**config.mk**
```make
export PLATFORM = sky130hd
export DESIGN_NAME = lkvt_ctrl
export DESIGN_NICKNAME = d
export VERILOG_FILES = /design/src/hdl/lkvt_pkg.sv /design/src/hdl/lkvt_ctrl.sv
export SDC_FILE = /design/constraint.sdc
export NUM_CORES = 1
export LEC_CHECK = 0
export BUFFER_PORTS_ARGS = -buffer_cell sky130_fd_sc_hd__buf_2
export CORE_ASPECT_RATIO = 1.2
export CORE_MARGIN = 2
export CORE_UTILIZATION = 25
export CTS_CLUSTER_SIZE = 10
export DETAILED_ROUTE_END_ITERATION = 8
export PLACE_DENSITY_LB_ADDON = 0.2
export SETUP_SLACK_MARGIN = 0.5
export SYNTH_ARGS = -nofsm -noshare
export SYNTH_HDL_FRONTEND = slang
export SYNTH_SLANG_ARGS = --single-unit
```
**constraint.sdc**
```tcl
create_clock -name clk -period 1.4 [get_ports clk]
set_input_delay 0.21 -clock clk [delete_from_list [all_inputs] [get_ports clk]]
set_output_delay 0.21 -clock clk [all_outputs]
set_load 0.01 [all_outputs]
```
**src/hdl/lkvt_pkg.sv**
```systemverilog
// lkvt_pkg: item formats, operation and status codes, controller states and
// the command/status bundles between controller and datapath.
// No dependencies.
`default_nettype none

package lkvt_pkg;

	localparam int CMD_W     = 3;
	localparam int KEY_IO_W  = 32;
	localparam int VAL_IO_W  = 32;
	localparam int IDX_W     = 6;
	localparam int STATUS_W  = 2;
	localparam int COUNT_W   = 7;

	// operation codes carried in the cmd field
	localparam logic [CMD_W-1:0] CMD_FIND   = 3'd0;
	localparam logic [CMD_W-1:0] CMD_INSERT = 3'd1;
	localparam logic [CMD_W-1:0] CMD_ERASE  = 3'd2;
	localparam logic [CMD_W-1:0] CMD_GET_AT = 3'd3;
	localparam logic [CMD_W-1:0] CMD_CLEAR  = 3'd4;

	// result status codes
	localparam logic [STATUS_W-1:0] STATUS_OK        = 2'd0;
	localparam logic [STATUS_W-1:0] STATUS_NOT_FOUND = 2'd1;
	localparam logic [STATUS_W-1:0] STATUS_FULL      = 2'd2;
	localparam logic [STATUS_W-1:0] STATUS_RANGE     = 2'd3;

	typedef struct packed {
		logic [CMD_W-1:0]    cmd;
		logic [KEY_IO_W-1:0] key_in;
		logic [VAL_IO_W-1:0] value_in;
		logic [IDX_W-1:0]    index_in;
	} req_item_t;

	typedef struct packed {
		logic [STATUS_W-1:0] status;
		logic [KEY_IO_W-1:0] key_out;
		logic [VAL_IO_W-1:0] value_out;
		logic [COUNT_W-1:0]  count;
	} rsp_item_t;

	typedef enum logic [3:0] {
		S_IDLE,
		S_DISPATCH,
		S_SCAN_RD,
		S_SCAN_CMP,
		S_SHIFT_RD,
		S_SHIFT_WR,
		S_IDX_RD,
		S_IDX_CAP,
		S_RESP
	} state_t;

	// what the result register is built from
	typedef enum logic [2:0] {
		RK_EMPTY,   // ok, zero key/value
		RK_MISS,
		RK_FULL,
		RK_RANGE,
		RK_REQ,     // ok, key/value of the request
		RK_HOLD     // ok, key/value captured from the table
	} res_kind_t;

	typedef enum logic [1:0] {
		RD_PTR,
		RD_NEXT,
		RD_IDX
	} rd_sel_t;

	typedef enum logic [1:0] {
		WR_APPEND,
		WR_UPDATE,
		WR_SHIFT
	} wr_sel_t;

	typedef struct packed {
		logic      load_req;
		logic      ptr_clr;
		logic      ptr_inc;
		logic      rd_en;
		rd_sel_t   rd_sel;
		logic      wr_en;
		wr_sel_t   wr_sel;
		logic      hold_cap;
		logic      cnt_inc;
		logic      cnt_dec;
		logic      cnt_clr;
		logic      res_load;
		res_kind_t res_kind;
	} dp_cmd_t;

	typedef struct packed {
		logic [CMD_W-1:0] op;
		logic             at_end;     // scan pointer reached the count
		logic             last_move;  // no entry above the pointer
		logic             key_hit;
		logic             idx_ok;
		logic             full;
		logic             out_free;
	} dp_stat_t;

endpackage

`default_nettype wire

```
**src/hdl/lkvt_ctrl.sv**
```systemverilog
// lkvt_ctrl: sequencer for the table operations (scan, shift-down, indexed read).
// Depends on lkvt_pkg.
`default_nettype none

module lkvt_ctrl (
	input  wire logic               clk,
	input  wire logic               arst_n,
	input  wire logic               req_valid,
	output logic                    req_ready,
	input  wire lkvt_pkg::dp_stat_t stat,
	output lkvt_pkg::dp_cmd_t       cmd
);

	import lkvt_pkg::*;

	state_t    state_q, state_d;
	res_kind_t kind_q, kind_d;

	always_ff @(posedge clk or negedge arst_n) begin
		if (!arst_n) begin
			state_q <= S_IDLE;
			kind_q  <= RK_EMPTY;
		end else begin
			state_q <= state_d;
			kind_q  <= kind_d;
		end
	end

	always_comb begin
		state_d   = state_q;
		kind_d    = kind_q;
		req_ready = 1'b0;
		cmd       = '0;
		cmd.rd_sel   = RD_PTR;
		cmd.wr_sel   = WR_APPEND;
		cmd.res_kind = kind_q;

		unique case (state_q)
			S_IDLE: begin
				req_ready = 1'b1;
				if (req_valid) begin
					cmd.load_req = 1'b1;
					cmd.ptr_clr  = 1'b1;
					state_d      = S_DISPATCH;
				end
			end
			S_DISPATCH: begin
				unique case (stat.op)
					CMD_FIND, CMD_INSERT, CMD_ERASE: begin
						state_d = S_SCAN_RD;
					end
					CMD_GET_AT: begin
						if (stat.idx_ok) begin
							state_d = S_IDX_RD;
						end else begin
							kind_d  = RK_RANGE;
							state_d = S_RESP;
						end
					end
					CMD_CLEAR: begin
						cmd.cnt_clr = 1'b1;
						kind_d      = RK_EMPTY;
						state_d     = S_RESP;
					end
					default: begin
						kind_d  = RK_EMPTY;
						state_d = S_RESP;
					end
				endcase
			end
			S_SCAN_RD: begin
				if (stat.at_end) begin
					// no match anywhere
					if (stat.op == CMD_INSERT) begin
						if (stat.full) begin
							kind_d = RK_FULL;
						end else begin
							cmd.wr_en   = 1'b1;
							cmd.wr_sel  = WR_APPEND;
							cmd.cnt_inc = 1'b1;
							kind_d      = RK_REQ;
						end
					end else begin
						kind_d = RK_MISS;
					end
					state_d = S_RESP;
				end else begin
					cmd.rd_en  = 1'b1;
					cmd.rd_sel = RD_PTR;
					state_d    = S_SCAN_CMP;
				end
			end
			S_SCAN_CMP: begin
				if (stat.key_hit) begin
					if (stat.op == CMD_INSERT) begin
						cmd.wr_en  = 1'b1;
						cmd.wr_sel = WR_UPDATE;
						kind_d     = RK_REQ;
						state_d    = S_RESP;
					end else begin
						cmd.hold_cap = 1'b1;
						kind_d       = RK_HOLD;
						state_d      = (stat.op == CMD_ERASE) ? S_SHIFT_RD : S_RESP;
					end
				end else begin
					cmd.ptr_inc = 1'b1;
					state_d     = S_SCAN_RD;
				end
			end
			S_SHIFT_RD: begin
				if (stat.last_move) begin
					cmd.cnt_dec = 1'b1;
					state_d     = S_RESP;
				end else begin
					cmd.rd_en  = 1'b1;
					cmd.rd_sel = RD_NEXT;
					state_d    = S_SHIFT_WR;
				end
			end
			S_SHIFT_WR: begin
				cmd.wr_en   = 1'b1;
				cmd.wr_sel  = WR_SHIFT;
				cmd.ptr_inc = 1'b1;
				state_d     = S_SHIFT_RD;
			end
			S_IDX_RD: begin
				cmd.rd_en  = 1'b1;
				cmd.rd_sel = RD_IDX;
				state_d    = S_IDX_CAP;
			end
			S_IDX_CAP: begin
				cmd.hold_cap = 1'b1;
				kind_d       = RK_HOLD;
				state_d      = S_RESP;
			end
			S_RESP: begin
				if (stat.out_free) begin
					cmd.res_load = 1'b1;
					state_d      = S_IDLE;
				end
			end
			default: begin
				state_d = S_IDLE;
			end
		endcase
	end

	// a result is loaded only when the output register can take it
	a_load_free: assert property (@(posedge clk) disable iff (!arst_n)
		cmd.res_load |-> stat.out_free)
		else $error("result loaded while output register busy");

	// an accepted item is always dispatched next
	a_accept_dispatch: assert property (@(posedge clk) disable iff (!arst_n)
		(req_valid && req_ready) |=> (state_q == S_DISPATCH))
		else $error("accepted item not dispatched");

	// shift-down only follows a hit on erase
	a_shift_after_hit: assert property (@(posedge clk) disable iff (!arst_n)
		(state_q == S_SHIFT_RD && $past(state_q) == S_SCAN_CMP) |->
			($past(stat.key_hit) && stat.op == CMD_ERASE))
		else $error("shift-down entered without an erase hit");

endmodule

`default_nettype wire

```
# Yosys cells after proc, flatten, opt, wreduce, memory -nomap -nowiden
# Cells that the tools add are included.
# word_totals
output_inout_bits	18
input_bits	12
ff_bits	7
wordCells	70
# op_classes
n_reduce_logical	6
mux	44
n_eq_ne	18
# op_table
operator	count
two-way mux 4 bit	9
case mux 4 bit (9 select lines)	1
two-way mux 3 bit	11
case mux 3 bit (3 select lines)	2
equality test 4 x 3 -> 1 bit (second input constant)	4
two-way mux 1 bit	14
case mux 3 bit (4 select lines)	1
!= test 2 bit (second input constant)	5
equality test 4 x 2 -> 1 bit (second input constant)	2
case mux 4 bit (2 select lines)	1
equality test 3 x 2 -> 1 bit (second input constant)	2
case mux 3 bit (2 select lines)	1
AND reduction 5 bit	1
equality test 4 x 1 -> 1 bit (second input constant)	1
equality test 4 bit (second input constant)	1
logical NOT 4 bit	1
two-way mux 2 bit	2
case mux 1 bit (2 select lines)	2
nonzero test 4 bit	1
equality test 3 x 1 -> 1 bit (second input constant)	1
equality test 3 bit (second input constant)	1
logical NOT 3 bit	1
!= test 3 bit (second input constant)	1
OR reduction 3 bit	1
AND reduction 2 bit	1

# Depth between registers and ports, before layout
# logic_depth
word_depth	5
ltp_mapped	6
depth_no_buf	4

# Least setup slack after synthesis
# No wires, ideal clock.
# synth_path
path_type	register to output
startpoint	register state_q[0]
endpoint	output port cmd[16] (netlist name)
path_buffers	2
t_required_ns	1.190
stages_incl_launch_ff	5
slack_ns	-0.229
t_arrival_ns	1.419
path_cell_list	dfrtp_1 > buf_2 > nor4_1 > and2_1 > buf_4
# synth_rtl
element	line	rtl
start, declared	lkvt_ctrl.sv:16	state_t state_q, state_d;
start signal, assigned	lkvt_ctrl.sv:24	state_q <= state_d;
end, declared	lkvt_ctrl.sv:11	output lkvt_pkg::dp_cmd_t cmd

==> out/metrics.cfg <==
[logic_synthesis]
async_flop_share=1.00
synth_seq_area_share=0.255
synth_xor_area_frac=0
ys.warnings.count=0
synth_edf_count=0
synth_top_family_by_area=simple AND/OR/NAND/NOR gates
synth_fa_ha_area_frac=0
synth-seq-cells=7
netlist_area_um2=687
synth-main-ff-cell=dfrtp_1
syn_area_per_cell_um2=8.28
synth_compound_area_frac=0.193
synthMuxAreaShare=0.0619
syn_nets=95
synthSimpleGateAreaFrac=0.421
ys_types=45
synth_cells=83

[grt]
grt_max_degree=9
grt_pass1_vias=845
grt_pass1_wl_um=3890
grt_overflow=0
gr-usage-all-layers=0.164
antenna_found_initial=0

[clock_tree]
root_buffer=clkbuf_4
clk_latency_ns=0.25
cts_buffers=3
cts_tree=built
path_clk_slew_ns=0.05
clock_path_buffers=2
clkSinkCount=7
htree_levels=1

[floorplanning]
die_y_um=61.4
die-area_mm2=0.00318
fp.dieW_um=51.9
initial_utilization=0.267
fp.coreArea_mm2=0.00258
rows=20
io_pins=30

[power_and_ir_drop]
power_density_mw_per_mm2=1580
p_clk_frac=0.080
switching_share=0.394
comb_power_share=0.764
p_switching_uw=864
p_int_mw=1.33
p_leak_nw=0.686
power.sequential.fraction=0.156
ir_drop_mv=0.989

[setup_path]
arrival_ns=1.56
endpoint_kind=output port
critical-path-slowest-cell=dfrtp_1
worst-path-buf-inv=1
cp_max_fo=2
cp_cell_sequence=or2b_4 > nor4_4 > and3b_2 > or3_4 > buf_6
critPathRequiredTime_ns=1.19
reg2reg_setup_slack_ns=-0.29
critPathKind=register to output port
crit_path_max_incr_delay_ns=0.36
cp_top_family=simple AND/OR/NAND/NOR gates
start_kind=register

[sta]
worst_slew_pin_slew_ns=0.305
hold_violations=0
rsz0062_at_grt=yes
slew_viol_final=0
timing.final.ws_setup_ns=-0.371
setup_tns_ns=-4.30
slew_headroom=0.794
clock.fmax_ghz=0.565
finalSetupViolCount=22
finClkSkew_ns=0.00113
min_period_ns=1.77
finalCritPeriodShare=1.26
timing.hold.ws_ns=0.293

[cells_and_area]
final_layout_size_suffix_gt1_frac=0.714
area_growth_pct=103
fin_nets=160
fillers=248
fin_cells=180
diodes=0

[placed_design]
portBuffers=29
routabilityCongestion=0.808
dp_cells=158
dp_hpwl_um=1780

[detailed_routing]
drt_iter0_drc=9
viasPerCell=4.80
wire_per_inst_um=13.0
firstDrtPassIters=4
dr_total_vias=864
drc=0
wl_um=2340
ant_nets=0

[flow_run]
drv_cap=0

[status]
outcome=finished, violations left
failed_checks=setup timing

[min_path]
hold_path.class=input port to register

-- final cells by class --
class                           instances  area, um2  area share
Multi-Input combinational cell         68        646       0.464
Sequential cell                         7        178       0.128
Timing Repair Buffer                   66        488       0.351
Tap cell                               33       41.3      0.0297
Inverter                                2       12.5     0.00899
Clock buffer                            4       26.3      0.0189
-- cell usage in the layout, fill, tap and decap left out, drive strengths merged --
cell	synthesis	final
a2bb2oi	1	1
or2b	1	1
mux2i	2	2
inv	2	2
a21boi	2	2
a32o	1	1
and2	2	2
nor2	8	8
o2bb2ai	1	1
nor4b	1	1
o31a	1	1
o32ai	1	1
o21ba	1	1
and2b	1	1
or3	1	1
dlygate4sd3	0	1
buf	5	65
nor4bb	1	1
and3	1	1
nor3	3	3
dfrtp	7	7
mux2	2	2
and3b	2	2
o22ai	3	3
a211o	1	1
o21ai	4	4
nand3b	1	1
nand2	6	6
a21oi	3	3
or3b	2	2
nand2b	4	4
and4b	1	1
nor2b	4	4
nor3b	1	1
nor4	3	3
clkbuf	1	4
or2	1	1
nand4	1	1
-- flip-flops by register name, summed over array words and instances (netlist names) --
name,flops
kind_q,3
state_q,4
-- routing by layer --
layer  vias up  GRT usage  wire [um]
li1        432          -          -
met1       412      0.196        963
met2        20      0.297       1280
met3         0     0.0413         97
met4         0     0.0376          0
met5         -          0          0
-- path summary, 6_finish.rpt --
kind / from / to / depth (start not counted)
max in group asynchronous: arst_n / state_q[2] / 2
max reg2reg: state_q[2] / state_q[3] / 7
min: stat[1] / kind_q[1] / 3
min in group asynchronous: arst_n / kind_q[0] / 2
max: state_q[1] / cmd[10] / 5
min reg2reg: kind_q[2] / kind_q[2] / 1
-- Yosys cell counts, drive strengths merged (2+ instances only) --
cell	count	area [um2]
nor2	8	30.0
dfrtp	7	175
nand2	6	22.5
buf	5	36.3
nand2b	4	25.0
nor2b	4	27.5
o21ai	4	20.0
a21oi	3	15.0
nor3	3	15.0
nor4	3	25.0
o22ai	3	18.8
a21boi	2	15.0
and2	2	12.5
and3b	2	17.5
inv	2	7.50
mux2	2	22.5
mux2i	2	20.0
or3b	2	20.0
-- worst min-delay path, cell delays in order --
cell     delay, ns
buf_2         0.11
a21oi_1       0.06
mux2i_1       0.11
-- logic make-up (layout without fill, tap and decap cells) --
logic type      Yosys count  count (layout)
compound gates           19              19
buf+inv                   8              72
simple gates             45              45
flops                     7               7
mux                       4               4
-- power groups by stage --
stage                     clock network [mW]  registers [mW]  logic, mW
after detailed placement                   0           0.342       1.08
after global placement                     0           0.341       1.06
after global routing                   0.198           0.351       1.80
after floorplan                            0           0.335      0.707
final                                  0.175           0.343       1.68
after CTS                              0.185           0.344       1.58
-- metrics by stage --
stage / area (um2) / total power, mW / utilization / setup WS, ns
2_1_floorplan: 783 / 1.04 / - / -0.0957
3_3_place_gp: 1050 / 1.41 / 0.408 / -0.189
3_5_place_dp: 1050 / 1.42 / 0.408 / -0.270
4_1_cts: 1340 / 2.11 / 0.518 / -0.380
5_1_grt: 1390 / 2.35 / 0.540 / -0.426
6_report: 1390 / 2.19 / 0.540 / -0.371
-- timing repair --
item                       in CTS  in global routing
hold buffers                    1                  0
gates resized for setup        33                  8
setup buffers                  14                  3
pin swaps                      12                 10
hold endpoints to repair        7                  0
setup endpoints to repair      25                 25
Power figures use the tool's default switching activity.
